[src/rtl/core/rspn_pkg.sv]
package rspn_pkg;

	// Register map (byte offsets on the config port)
	localparam int unsigned PADDR_W = 2;
	localparam logic [PADDR_W-1:0] REG_DEFAULT_RADIX = 2'd0;
	localparam logic [4:0] DEFAULT_RADIX_RST = 5'd10;

	typedef enum logic [1:0] {
		STATUS_DEFAULT = 2'd0,
		STATUS_SUFFIX  = 2'd1,
		STATUS_INVALID = 2'd2
	} status_t;

	// Prefix accumulator slots, one per suffix radix
	typedef enum logic [1:0] {
		SLOT_BIN = 2'd0,
		SLOT_OCT = 2'd1,
		SLOT_DEC = 2'd2,
		SLOT_HEX = 2'd3
	} slot_t;

	localparam int unsigned NUM_SLOTS = 4;
	localparam logic [4:0] SLOT_RADIX [NUM_SLOTS] = '{5'd2, 5'd8, 5'd10, 5'd16};

	// Decoded form of one character
	typedef struct packed {
		logic       hex_ok;
		logic [3:0] digit;
		logic       sfx_ok;
		slot_t      slot;
		logic       last;
	} char_info_t;

endpackage

[src/rtl/core/rspn_decode.sv]
module rspn_decode (
	input  logic [7:0]          char_code,
	input  logic                is_last,
	output rspn_pkg::char_info_t info
);
	import rspn_pkg::*;

	always_comb begin
		info        = '0;
		info.last   = is_last;
		info.slot   = SLOT_BIN;

		if (char_code >= "0" && char_code <= "9") begin
			info.hex_ok = 1'b1;
			info.digit  = 4'(char_code - "0");
		end else if (char_code >= "a" && char_code <= "f") begin
			info.hex_ok = 1'b1;
			info.digit  = 4'(char_code - "a" + 8'd10);
		end else if (char_code >= "A" && char_code <= "F") begin
			info.hex_ok = 1'b1;
			info.digit  = 4'(char_code - "A" + 8'd10);
		end

		unique case (char_code) inside
			"D", "d", ".": begin
				info.sfx_ok = 1'b1;
				info.slot   = SLOT_DEC;
			end
			"O", "o", "Q", "q": begin
				info.sfx_ok = 1'b1;
				info.slot   = SLOT_OCT;
			end
			"B", "b": begin
				info.sfx_ok = 1'b1;
				info.slot   = SLOT_BIN;
			end
			"H", "h": begin
				info.sfx_ok = 1'b1;
				info.slot   = SLOT_HEX;
			end
			default: begin
				info.sfx_ok = 1'b0;
			end
		endcase
	end

endmodule

[src/rtl/core/rspn_accum.sv]
module rspn_accum #(
	parameter int unsigned VALUE_WIDTH = 32
) (
	input  logic                 clk,
	input  logic                 arst_n,
	input  logic                 step,
	input  rspn_pkg::char_info_t info,
	input  logic [4:0]           radix,
	output logic [31:0]          res_value,
	output rspn_pkg::status_t    res_status
);
	import rspn_pkg::*;

	localparam int unsigned VW = VALUE_WIDTH;

	logic [VW-1:0]        def_acc_q;
	logic                 def_ok_q;
	logic [VW-1:0]        pre_acc_q [NUM_SLOTS];
	logic [NUM_SLOTS-1:0] pre_ok_q;

	logic [VW-1:0]        def_acc_n;
	logic                 def_ok_n;
	logic [VW-1:0]        pre_acc_n [NUM_SLOTS];
	logic [NUM_SLOTS-1:0] pre_ok_n;
	logic [VW-1:0]        sel_acc;

	// one multiply-add per accumulator; slot radixes are constants
	always_comb begin
		def_ok_n  = def_ok_q && info.hex_ok && ({1'b0, info.digit} < radix);
		def_acc_n = VW'(def_acc_q * VW'(radix)) + VW'(info.digit);
		for (int i = 0; i < NUM_SLOTS; i++) begin
			pre_ok_n[i]  = pre_ok_q[i] && info.hex_ok &&
				({1'b0, info.digit} < SLOT_RADIX[i]);
			pre_acc_n[i] = VW'(pre_acc_q[i] * VW'(SLOT_RADIX[i])) + VW'(info.digit);
		end
	end

	// result uses default path including the last char, prefix path without it
	always_comb begin
		sel_acc = pre_acc_q[info.slot];
		if (def_ok_n) begin
			res_value  = 32'(signed'(def_acc_n));
			res_status = STATUS_DEFAULT;
		end else if (info.sfx_ok && pre_ok_q[info.slot]) begin
			res_value  = 32'(signed'(sel_acc));
			res_status = STATUS_SUFFIX;
		end else begin
			res_value  = '0;
			res_status = STATUS_INVALID;
		end
	end

	always_ff @(posedge clk or negedge arst_n) begin
		if (!arst_n) begin
			def_acc_q <= '0;
			def_ok_q  <= 1'b1;
			pre_ok_q  <= '1;
			for (int i = 0; i < NUM_SLOTS; i++) begin
				pre_acc_q[i] <= '0;
			end
		end else if (step) begin
			if (info.last) begin
				def_acc_q <= '0;
				def_ok_q  <= 1'b1;
				pre_ok_q  <= '1;
				for (int i = 0; i < NUM_SLOTS; i++) begin
					pre_acc_q[i] <= '0;
				end
			end else begin
				def_acc_q <= def_acc_n;
				def_ok_q  <= def_ok_n;
				pre_ok_q  <= pre_ok_n;
				for (int i = 0; i < NUM_SLOTS; i++) begin
					pre_acc_q[i] <= pre_acc_n[i];
				end
			end
		end
	end

endmodule

[src/rtl/core/radix_suffix_number_parser_core.sv]
// Numeric literal parser with radix suffix. Characters of one token arrive
// one item per cycle, is_last marking the final one; only that final item
// produces a result. The value is built in default_radix (APB register at
// offset 0, reset 10) and, in parallel, the token minus its last character
// is built in radix 2, 8, 10 and 16. A token made only of digits valid in
// default_radix returns status 0; otherwise a final B, O/Q, D/'.' or H (any
// case) picks the suffix radix and a valid prefix returns status 1; anything
// else returns value 0, status 2. Accumulators wrap at VALUE_WIDTH bits and
// the result is sign-extended or truncated to 32 bits.
// Rate: one item per cycle unless in_stall is high. An item passes an input
// register, then the accumulators and the result register. in_stall rises
// only when a last character sits in the input register while the previous
// result is still held by out_stall.
// default_radix may be written only while no token is in flight.
module radix_suffix_number_parser_core #(
	parameter int unsigned VALUE_WIDTH = 32
) (
	input  logic                         clk,
	input  logic                         arst_n,
	// input channel
	input  logic                         in_valid,
	output logic                         in_stall,
	input  logic [7:0]                   char_code,
	input  logic                         is_last,
	// result channel
	output logic                         out_valid,
	input  logic                         out_stall,
	output logic signed [31:0]           value,
	output logic [1:0]                   status,
	// config port
	input  logic                         psel,
	input  logic                         penable,
	input  logic                         pwrite,
	input  logic [rspn_pkg::PADDR_W-1:0] paddr,
	input  logic [31:0]                  pwdata,
	output logic [31:0]                  prdata,
	output logic                         pready
);
	import rspn_pkg::*;

	logic [4:0]  default_radix_q;

	char_info_t  dec_info;
	char_info_t  info_s1;
	logic        valid_s1;
	logic        advance;
	logic        load_s1;

	logic [31:0] res_value;
	status_t     res_status;
	logic        out_valid_q;
	logic [31:0] value_q;
	status_t     status_q;

	// ---- config register ----
	assign pready = 1'b1;

	always_comb begin
		prdata = '0;
		if (paddr == REG_DEFAULT_RADIX) begin
			prdata = {27'd0, default_radix_q};
		end
	end

	always_ff @(posedge clk or negedge arst_n) begin
		if (!arst_n) begin
			default_radix_q <= DEFAULT_RADIX_RST;
		end else if (psel && penable && pwrite && pready && paddr == REG_DEFAULT_RADIX) begin
			default_radix_q <= pwdata[4:0];
		end
	end

	// ---- input register (decoded char) ----
	rspn_decode u_decode (
		.char_code (char_code),
		.is_last   (is_last),
		.info      (dec_info)
	);

	// non-last chars always move on; a last char needs room in the result reg
	assign advance  = valid_s1 && (!info_s1.last || !out_valid_q || !out_stall);
	assign in_stall = valid_s1 && !advance;
	assign load_s1  = in_valid && !in_stall;

	always_ff @(posedge clk or negedge arst_n) begin
		if (!arst_n) begin
			valid_s1 <= 1'b0;
		end else if (load_s1) begin
			valid_s1 <= 1'b1;
		end else if (advance) begin
			valid_s1 <= 1'b0;
		end
	end

	always_ff @(posedge clk) begin
		if (load_s1) begin
			info_s1 <= dec_info;
		end
	end

	// ---- accumulators ----
	rspn_accum #(
		.VALUE_WIDTH (VALUE_WIDTH)
	) u_accum (
		.clk        (clk),
		.arst_n     (arst_n),
		.step       (advance),
		.info       (info_s1),
		.radix      (default_radix_q),
		.res_value  (res_value),
		.res_status (res_status)
	);

	// ---- result register ----
	always_ff @(posedge clk or negedge arst_n) begin
		if (!arst_n) begin
			out_valid_q <= 1'b0;
		end else if (advance && info_s1.last) begin
			out_valid_q <= 1'b1;
		end else if (!out_stall) begin
			out_valid_q <= 1'b0;
		end
	end

	always_ff @(posedge clk) begin
		if (advance && info_s1.last) begin
			value_q  <= res_value;
			status_q <= res_status;
		end
	end

	assign out_valid = out_valid_q;
	assign value     = signed'(value_q);
	assign status    = status_q;

endmodule

[config.mk]
export PLATFORM = sky130hd
export DESIGN_NAME = radix_suffix_number_parser_core
export DESIGN_NICKNAME = d
export VERILOG_FILES = /design/src/rtl/core/rspn_pkg.sv /design/src/rtl/core/rspn_decode.sv /design/src/rtl/core/rspn_accum.sv /design/src/rtl/core/radix_suffix_number_parser_core.sv
export SDC_FILE = /design/constraint.sdc
export NUM_CORES = 1
export LEC_CHECK = 0
export BUFFER_PORTS_ARGS = -buffer_cell sky130_fd_sc_hd__buf_2
export CORE_MARGIN = 2
export CORE_UTILIZATION = 30
export CTS_BUF_LIST = sky130_fd_sc_hd__clkbuf_8
export CTS_CLUSTER_DIAMETER = 120
export DETAILED_ROUTE_END_ITERATION = 10
export GPL_TIMING_DRIVEN = 1
export PLACE_DENSITY = 0.43
export SYNTH_ARGS = -nofsm -noshare
export SYNTH_HDL_FRONTEND = slang
export SYNTH_SLANG_ARGS = --single-unit
[constraint.sdc]
create_clock -name clk -period 6 [get_ports clk]
set_clock_uncertainty 0.1 [all_clocks]
set_input_delay 0.9 -clock clk [delete_from_list [all_inputs] [get_ports clk]]
set_output_delay 0.9 -clock clk [all_outputs]
set_load 0.01 [all_outputs]
==> flow_summary_export.csv, run 1 <==
group,metric,value,unit
placement,dpl.hpwl,36.42,mm
grt,grt-ovfl-total,0,
grt,grt_max_degree,93,
yosys,synthFlopType,"dfrtp_1",
worst_setup_path,worstPathArrival,5.73,ns
yosys,yosys-top-cells-count,"280 x nand2_1, 176 x inv_1, 158 x dfrtp_1",
cts,ctsResizeCount,0,
power_and_ir_drop,ir_drop,139.3,µV
yosys,synth-seq-area-share,0.3002,
routing,drt_pass1_iterations,6,
worst_setup_path,critPathTopFamily,"adder cells",
timing,grt_setup_unrepaired,"no",
routing,drt-total-wl,48.89,mm
floorplan,initial_core_util,0.3014,
timing,hold_viol_final,0,
worst_setup_path,crit_slowest_cell,"dfstp_2",
cells_and_area,fill_cells,6269,
cts,clk_path_buf_depth,3,
cts,cts_max_level,2,
power_and_ir_drop,leakagePower,9.242,nW
cts,worstSkewPairLatency,0.56,ns
cts,hold_buffers,0,
yosys,syn_avg_cell_area,9.071,µm²
worst_setup_path,path_buf_inv,2,
cells_and_area,instances_no_fill,2845,
cells_and_area,drive_above_1_share,0.1077,
routing,postRouteAntennaNets,0,
timing,final.setup.tns,0,ns
worst_setup_path,crit_fanout,14,
worst_setup_path,slowest_delay,0.68,ns
yosys,synth_area_leaders,"dfrtp_1 22%, fa_1 9.7%, ha_1 9.0%",
yosys,synth_edf_count,43,
grt,grt_use_total,0.1608,
power_and_ir_drop,power.total,6.458,mW
worst_setup_path,worstSetupPathType,"reg2reg",
routing,drc_errors,0,
yosys,synth_top_area_frac,0.2186,
timing,fmax,180.3,MHz
floorplan,pin_count,119,
routing,wl_per_cell,17.19,µm
timing,period_share,0.9246,
routing,vias,13960,
cts,cts_tree,"done",
placement,portBuffers,63,
routing,drt_first_iter_violations,650,
timing,setup_violations,0,
yosys,ys_ff_latch,208,
cts,cts_setup_buffers,0,
placement,place_area,19110,µm²
yosys,async_flop_share,0.7933,
routing,avgViaCountPerCell,4.905,
cts,numCtsBuffers,39,
yosys,synth_area,18090,µm²
floorplan,core,60020,µm²
floorplan,die_w,249.5,µm
yosys,yosysMostFrequentCell,"nand2_1",
worst_setup_path,worstPathRequired,6.18,ns
cells_and_area,final_nets,2299,
floorplan,die-area,62270,µm²
timing,finalMaxSlewViolations,0,
yosys,synth_cells,1994,
status,status,"finished clean",
hold_path,worstHoldPathType,"in2async",
grt,grt_pass1_wl,81.21,mm
placement,placedCellCount,2772,
yosys,synth_warnings,0,
grt,grt_pass1_vias,14540,
worst_setup_path,worstPathCellList,"and2_1, fa_1, fa_1, inv_1, fa_1, inv_1, ha_1, a21o_1, a21o_1, a211oi_1, o31a_1, o311a_1, o21ai_0, or4b_1, a31oi_1, xnor2_1, o21ai_0",
cts,clkTransAtPathRegs,0.06,ns
placement,gp_congestion,0.8044,
yosys,synth_area_leader_cell,"dfrtp_1",
floorplan,die_h,249.5,µm
cells_and_area,final_cell_area,19980,µm²
timing,worst-slew-pin-transition,1.096,ns
power_and_ir_drop,power.density,323.3,nW/µm²
flow_run,cap_violations,0,
timing,holdWs,0.1293,ns
worst_setup_path,worst_setup_path_end_kind,"flop",
timing,fin_crit,5.548,ns
cts,cts_root_buf,"clkbuf_8",
grt,antenna_found_initial,1,
floorplan,rows,90,
yosys,synthDistinctLibCells,77,
worst_setup_path,worstSetupStartpointType,"flop",
timing,max-slew-margin-rel,0.2692,
worst_setup_path,cp_common_cell,"fa_1",
cts,clock_sinks,208,
cells_and_area,synthToLayoutAreaGrowth,10.45,%
[report_power, final]
group	switching, mW	internal, mW	total, mW
logic	1.76	1.20	2.96
clock network	0.655	0.860	1.51
registers	0.319	1.66	1.98
total	2.73	3.72	6.46
[sequential cells by signal, indices dropped and copies added, names as in the netlist, 2 cells and up]
signal / flops
u_accum.pre_acc_q: 121
u_accum.def_acc_q: 32
status: 2
value: 32
info_s1: 9
u_accum.pre_ok_q: 4
default_radix_q: 5
[worst register-to-register path, cell delays in order (launching register included)]
cell and delay, ns:
dfstp_2 0.68, and2_1 0.20, fa_1 0.44, fa_1 0.56, inv_1 0.06, fa_1 0.53
inv_1 0.04, ha_1 0.36, a21o_1 0.18, a21o_1 0.17, a211oi_1 0.23, o31a_1 0.31
o311a_1 0.30, o21ai_0 0.13, or4b_1 0.50, a31oi_1 0.23, xnor2_1 0.17, o21ai_0 0.10
[cells by family after synthesis]
family / after synthesis / share of synthesized area
other: 2 / 0.0004152
adders and majority gates: 218 / 0.1873
muxes: 40 / 0.04344
and+or+nand+nor: 743 / 0.2117
xor gates and xnor gates: 140 / 0.06904
AOI/OAI and AO/OA: 351 / 0.1204
buffers and inverters: 292 / 0.06758
DFF: 208 / 0.3002
[cells in the final DEF (no fill, tap or decap), drive strengths merged, types with 55 or more instances in the layout]
cell type,n
a21oi,57
and2,151
buf,86
clkbuf,55
dfrtp,158
fa,88
ha,130
inv,183
nand2,281
nand3,81
nor2,59
o21ai,164
xnor2,78
xor2,62
[per-layer routing]
layer	track usage	routed length (µm)	up-vias
li1	-	-	6801
met1	0.2231	23750	6888
met2	0.2671	22710	214
met3	0.01940	1565	53
met4	0.03838	867	0
met5	0	0	-
[stage by stage]
step | utilization | worst slack (ns)
CTS | 0.3328 | 0.4087
finish | 0.3329 | 0.4523
global route | 0.3329 | 0.2241
global placement | 0.3184 | 0.4512
detailed placement | 0.3184 | 0.4380
floorplan | - | 0.8982
[final cells by class]
class | count | area (µm²) | area share
clock inverters | 17 | 110.1 | 0.005511
diodes | 1 | 2.502 | 0.0001253
well taps | 782 | 978.4 | 0.04898
flip-flops and latches | 208 | 5429 | 0.2717
repair buffers | 86 | 494.2 | 0.02474
multi-input cells | 1520 | 11550 | 0.5779
clock buffers | 55 | 757.0 | 0.03789
inverters | 176 | 660.6 | 0.03307
[final timing paths]
path,startpoint,to,slack (ns),cells past startpoint
worst max register to register,default_radix_q[3],value[31],0.45,17
min in group clk,u_accum.pre_acc_q[30],u_accum.pre_acc_q[30],0.36,2
max in group asynchronous,arst_n,u_accum.pre_acc_q[29],4.38,2
worst min-delay path,arst_n,u_accum.pre_acc_q[33],0.13,1
worst min register to register,u_accum.pre_acc_q[30],u_accum.pre_acc_q[30],0.36,2
worst max-delay path,default_radix_q[3],value[31],0.45,17
No activity file was read; power rests on OpenSTA's default activity.
==> inputs of run 2 (changes only) <==
Settings changed: SYNTH_HIERARCHICAL from default to 1.
==> run 2 against run 1 <==
Core utilization about the same. Sequential power about the same. Clock power down 9%. Non-clock buffer count up 1. Sequential cell count unchanged. Total power down 5.2%. Sequential share of layout area about the same. Via count down 2.9%. Wire length up 3.5%. Critical path depth unchanged. Cell count down 5.1%.
==> flow_summary_export.csv, run 2 <==
group,metric,value,unit
timing,grt_setup_unrepaired,"no",
cells_and_area,drive_above_1_share,0.1449,
yosys,syn_avg_cell_area,9.848,µm²
routing,drc_errors,0,
worst_setup_path,worstSetupStartpointType,"flop",
worst_setup_path,crit_fanout,15,
yosys,synth_top_area_frac,0.2184,
cts,cts_root_buf,"clkbuf_8",
cells_and_area,largest_reg_flops,121,
worst_setup_path,worstSetupPathType,"reg2reg",
routing,postRouteAntennaNets,0,
grt,grt_use_total,0.1621,
grt,antenna_found_initial,3,
floorplan,die_w,249.6,µm
timing,final.setup.tns,0,ns
yosys,yosysMostFrequentCell,"inv_1",
routing,drt_pass1_iterations,5,
grt,grt_pass1_wl,79.54,mm
routing,drt-total-wl,50.63,mm
cts,cts_max_level,2,
routing,drt_first_iter_violations,615,
power_and_ir_drop,ir_drop,107.0,µV
cells_and_area,most-common-layout-cells,"201 x inv_1, 158 x dfrtp_1, 141 x and2_1",
hold_path,worstHoldPathType,"in2async",
floorplan,rows,90,
timing,fin_crit,5.709,ns
floorplan,die_h,249.6,µm
flow_run,cap_violations,0,
power_and_ir_drop,power.density,306.9,nW/µm²
placement,portBuffers,63,
cts,cts_setup_buffers,0,
cts,worstSkewPairLatency,0.60,ns
power_and_ir_drop,switching_share,0.4301,
cts,clock_sinks,208,
yosys,yosys-top-cells-count,"190 x inv_1, 158 x dfrtp_1, 141 x and2_1",
power_and_ir_drop,p_sw,2.634,mW
yosys,synth-seq-area-share,0.2999,
power_and_ir_drop,clkPwrFrac,0.226,
timing,hold_viol_final,0,
status,status,"finished clean",
yosys,synth_edf_count,43,
floorplan,core,60020,µm²
floorplan,pin_count,119,
timing,fmax,175.2,MHz
routing,avgViaCountPerCell,5.018,
cells_and_area,layout_commonest_cell,"inv_1",
yosys,ys_ff_latch,208,
yosys,synth_warnings,6,
worst_setup_path,worstPathArrival,6.05,ns
yosys,synth_area_leader_cell,"dfrtp_1",
worst_setup_path,worst_setup_path_end_kind,"flop",
power_and_ir_drop,leakagePower,9.236,nW
cells_and_area,synthToLayoutAreaGrowth,10.21,%
cells_and_area,fill_cells,6160,
yosys,synthFlopType,"dfrtp_1",
placement,gp_congestion,0.7842,
cts,numCtsBuffers,41,
grt,grt-ovfl-total,0,
timing,period_share,0.9516,
grt,grt_max_degree,75,
routing,vias,13550,
cells_and_area,regMostFlops,"u_accum/pre_acc_q",
power_and_ir_drop,p_seq_frac,0.319,
cells_and_area,regArea,5429,µm²
yosys,synthDistinctLibCells,105,
worst_setup_path,worstPathRequired,6.34,ns
yosys,synth_area_leaders,"dfrtp_1 22%, fa_1 9.7%, ha_1 9.0%",
placement,dpl.hpwl,37.92,mm
routing,wl_per_cell,18.74,µm
yosys,synth_cells,1838,
power_and_ir_drop,power_frac_comb,0.456,
timing,setup_violations,0,
yosys,synth_area,18100,µm²
timing,worst-slew-pin-transition,0.9072,ns
cells_and_area,multi_input_area,11550,µm²
cells_and_area,final_nets,2154,
timing,finalMaxSlewViolations,0,
yosys,async_flop_share,0.7933,
cts,clk_path_buf_depth,3,
grt,grt_pass1_vias,13610,
timing,max-slew-margin-rel,0.3952,
floorplan,initial_core_util,0.3016,
cells_and_area,finish.utilization,0.3324,
cts,cts_tree,"done",
power_and_ir_drop,intPower,3.490,mW
floorplan,die-area,62320,µm²
cts,clkTransAtPathRegs,0.06,ns
-- run 2: cell type report --
type / instances / area share
Clock inverter: 28 / 0.006021
Timing Repair Buffer: 87 / 0.02515
Clock buffer: 47 / 0.03243
Multi-Input combinational cell: 1356 / 0.5788
Sequential cell: 208 / 0.2721
Inverter: 192 / 0.03625
Tap cell: 782 / 0.04905
Antenna cell: 1 / 0.0001254
-- run 2: routing by layer --
layer  part of all wire  global-route usage  vias up
met2               0.47              0.2627      223
met4              0.017             0.03855        0
met3              0.029             0.02086       53
met5                  0                   0        -
met1               0.48              0.2293     6786
li1                   -                   -     6491
-- run 2: final timing paths --
check / start / to / cells after the start / slack [ns]
setup / recovery: default_radix_q[3] / value[22] / 17 / 0.29
hold / removal: arst_n / u_accum/pre_acc_q[47] / 1 / 0.18
setup reg to reg: default_radix_q[3] / value[22] / 17 / 0.29
hold reg to reg: u_accum/pre_ok_q[3] / u_accum/pre_ok_q[3] / 2 / 0.36
min in group clk: u_accum/pre_ok_q[3] / u_accum/pre_ok_q[3] / 2 / 0.36
max in group asynchronous: arst_n / u_accum/def_acc_q[31] / 2 / 4.28
-- run 2: worst max-delay path, cell delays in order (launching register included) --
cell,delay [ns]
dfstp_2,0.73
and2_1,0.21
fa_1,0.46
fa_1,0.55
inv_1,0.06
fa_1,0.54
inv_1,0.05
ha_1,0.34
o21ai_0,0.17
a211oi_2,0.37
nand2_1,0.09
a21oi_1,0.27
nor2_1,0.15
o31ai_1,0.42
a31oi_1,0.18
o21ai_0,0.19
or3b_2,0.51
o2bb2ai_1,0.18
-- run 2: what timing repair did --
| action | CTS | global route |
|---|---|---|
| resized for setup | 0 | 1 |
| setup endpoints to repair | 0 | 3 |
| hold buffers | 0 | 0 |
-- run 2: power groups by stage --
stage | clock network, mW | registers [mW] | logic, mW
3_5_place_dp | 0 | 1.98 | 2.82
6_report | 1.38 | 1.95 | 2.79
3_3_place_gp | 0 | 1.98 | 2.78
2_1_floorplan | 0 | 1.81 | 2.18
4_1_cts | 1.44 | 1.96 | 2.83
5_1_grt | 1.50 | 1.99 | 3.18
-- run 2: cells by family (layout without fill, tap and decap cells) --
group / after synthesis / count (layout) / synth area share
AOI/OAI and AO/OA: 380 / 380 / 0.1608
xor gates and xnor gates: 131 / 131 / 0.06339
adders and majority gates: 218 / 218 / 0.1872
buffers and inverters: 300 / 354 / 0.06968
DFF: 208 / 208 / 0.2999
muxes: 42 / 42 / 0.04479
other: 2 / 29 / 0.0004149
and+or+nand+nor: 557 / 557 / 0.1738
-- run 2: per-stage QoR --
stage	total power, mW	setup WS [ns]	area [µm²]	hold WS, ns	instances
after floorplan	3.996	0.8737	18200	0.3370	1864
after global placement	4.764	0.3460	19170	0.3526	2625
after detailed placement	4.804	0.2773	19170	0.3559	2625
after CTS	6.229	0.2634	19940	0.1649	2700
after global routing	6.660	0.05358	19950	0.1917	2701
final	6.123	0.2907	19950	0.1806	2701
==> inputs of run 3 (changes only) <==
Settings changed: CELL_PAD_IN_SITES_DETAIL_PLACEMENT from default to 0, CELL_PAD_IN_SITES_GLOBAL_PLACEMENT from default to 2, CORE_UTILIZATION 30 to 41, PLACE_DENSITY 0.43 to 0.81.
==> run 3 against run 2 <==
Global-route usage increased by 4.8 points. Clock power is 19% higher. Sequential cell count is the same. Die area decreased by 26%. Combinational power hardly changed. Total power increased by 3.7%. Register-to-register slack better by 0.02 ns. Cell area shrank 0.35%. Via count rose by 0.17%. Sequential power is essentially flat. Fmax increased by 0.41%. Cell count is 7.3% lower. Critical endpoint unchanged.
==> flow_summary_export.csv, run 3 (same netlist as run 2, synthesis figures left out) <==
group,metric,value,unit
status,status,"finished clean",
cts,worstSkewPairLatency,0.57,ns
power_and_ir_drop,power.density,319.3,nW/µm²
worst_setup_path,worstPathArrival,5.98,ns
worst_setup_path,worst_setup_path_end_kind,"flop",
timing,hold_viol_final,0,
cts,numCtsBuffers,40,
placement,gp_congestion,0.7980,
flow_run,cap_violations,0,
worst_setup_path,cp_common_cell,"fa_1",
power_and_ir_drop,power_frac_comb,0.438,
floorplan,die_w,214.1,µm
power_and_ir_drop,clkPwrFrac,0.258,
routing,avgViaCountPerCell,5.420,
cts,cts_root_buf,"clkbuf_8",
timing,finalMaxSlewViolations,0,
worst_setup_path,slowest_delay,0.65,ns
placement,place_area,18940,µm²
power_and_ir_drop,p_sw,2.606,mW
worst_setup_path,crit_fanout,11,
routing,postRouteAntennaNets,0,
cts,clock_sinks,208,
timing,fin_crit,5.686,ns
cts,cts_max_level,2,
cells_and_area,regMostFlops,"u_accum/pre_acc_q",
worst_setup_path,critPathTopFamily,"adder cells",
power_and_ir_drop,switching_share,0.4105,
timing,period_share,0.9476,
timing,setup_violations,0,
cells_and_area,final_cell_area,19880,µm²
routing,drt-total-wl,47.73,mm
floorplan,core,43360,µm²
cells_and_area,final_nets,2155,
power_and_ir_drop,intPower,3.742,mW
timing,fmax,175.9,MHz
timing,max-slew-margin-rel,0.3588,
cells_and_area,regArea,5429,µm²
worst_setup_path,worstSetupPathType,"reg2reg",
cells_and_area,largest_reg_flops,121,
floorplan,die-area,45850,µm²
grt,grt_max_degree,97,
timing,holdWs,0.3370,ns
floorplan,pin_count,119,
grt,antenna_found_initial,2,
power_and_ir_drop,leakagePower,9.323,nW
timing,grt_setup_unrepaired,"no",
grt,grt_pass1_vias,13460,
grt,grt-ovfl-total,0,
cells_and_area,finish.utilization,0.4584,
cells_and_area,layout_commonest_cell,"inv_1",
cts,clkTransAtPathRegs,0.06,ns
routing,drc_errors,0,
floorplan,rows,76,
cells_and_area,most-common-layout-cells,"199 x inv_1, 158 x dfrtp_1, 141 x and2_1",
timing,final.setup.tns,0,ns
worst_setup_path,worstPathCellList,"and2_1, fa_1, fa_1, inv_1, fa_1, inv_1, ha_1, o21ai_0, a211oi_2, nand2_1, a21oi_1, nor2_1, o31ai_1, a31oi_1, o21ai_0, or3b_2, o2bb2ai_1",
worst_setup_path,path_buf_inv,2,
floorplan,initial_core_util,0.4174,
cells_and_area,multi_input_area,11550,µm²
routing,drt_pass1_iterations,5,
routing,vias,13580,
power_and_ir_drop,p_seq_frac,0.304,
routing,wl_per_cell,19.06,µm
grt,grt_pass1_wl,77.20,mm
placement,portBuffers,63,
hold_path,worstHoldPathType,"in2async",
power_and_ir_drop,ir_drop,136.3,µV
routing,drt_first_iter_violations,790,
placement,dpl.hpwl,35.74,mm
timing,worst-slew-pin-transition,0.9619,ns
cts,clk_path_buf_depth,3,
grt,grt_use_total,0.2096,
cells_and_area,drive_above_1_share,0.1516,
floorplan,die_h,214.1,µm
cts,cts_tree,"done",
cells_and_area,fill_cells,4235,
cts,ctsResizeCount,0,
worst_setup_path,worstPathRequired,6.30,ns
cts,hold_buffers,0,
cts,cts_setup_buffers,0,
cells_and_area,synthToLayoutAreaGrowth,9.823,%
worst_setup_path,crit_slowest_cell,"dfstp_2",
worst_setup_path,worstSetupStartpointType,"flop",
## run 3: changes by cell type in the layout (fill, tap and decap cells not counted), sizes merged
cell    change
clkinv      -7
bufinv      +5
clkbuf      +3
buf         +2
inv         -2
## run 3: worst paths after layout
check                                     from                     to  slack, ns  depth (start not counted)
max                         default_radix_q[3]              value[22]       0.31                         17
min                                     arst_n  u_accum/pre_acc_q[45]       0.34                          1
max reg2reg                 default_radix_q[3]              value[22]       0.31                         17
min reg2reg                u_accum/pre_ok_q[1]    u_accum/pre_ok_q[1]       0.36                          2
max in group asynchronous               arst_n    u_accum/pre_ok_q[3]       4.32                          2
min in group clk           u_accum/pre_ok_q[1]    u_accum/pre_ok_q[1]       0.36                          2
## run 3: layout make-up
type / count / area share
diodes: 1 / 0.0001259
clock inverters: 24 / 0.01208
inverters: 192 / 0.03638
clock buffers: 50 / 0.03462
well taps: 585 / 0.03682
flip-flops and latches: 208 / 0.2731
repair buffers: 89 / 0.02599
multi-input cells: 1356 / 0.5809
## run 3: power groups by stage
stage / logic [mW] / registers [mW] / clock network, mW
finish: 2.78 / 1.93 / 1.64
global route: 3.16 / 1.96 / 1.75
CTS: 2.81 / 1.94 / 1.67
detailed placement: 2.79 / 1.96 / 0
global placement: 2.75 / 1.96 / 0
floorplan: 2.18 / 1.81 / 0
## run 3: through the flow
step           cells  setup WS [ns]  power [mW]
3_3_place_gp    2430         0.3673       4.704
3_5_place_dp    2430         0.2682       4.756
4_1_cts         2504         0.2358       6.419
5_1_grt         2505        0.03482       6.876
2_1_floorplan   1864         0.8737       3.996
6_report        2505         0.3141       6.348
## run 3: per-layer routing
| layer | up-vias | wire, µm | global-route usage |
|---|---|---|---|
| met5 | - | 0 | 0 |
| met4 | 0 | 947 | 0.05579 |
| met3 | 52 | 1792 | 0.02638 |
| met2 | 229 | 21900 | 0.3273 |
| met1 | 6806 | 23090 | 0.3070 |
| li1 | 6489 | - | - |
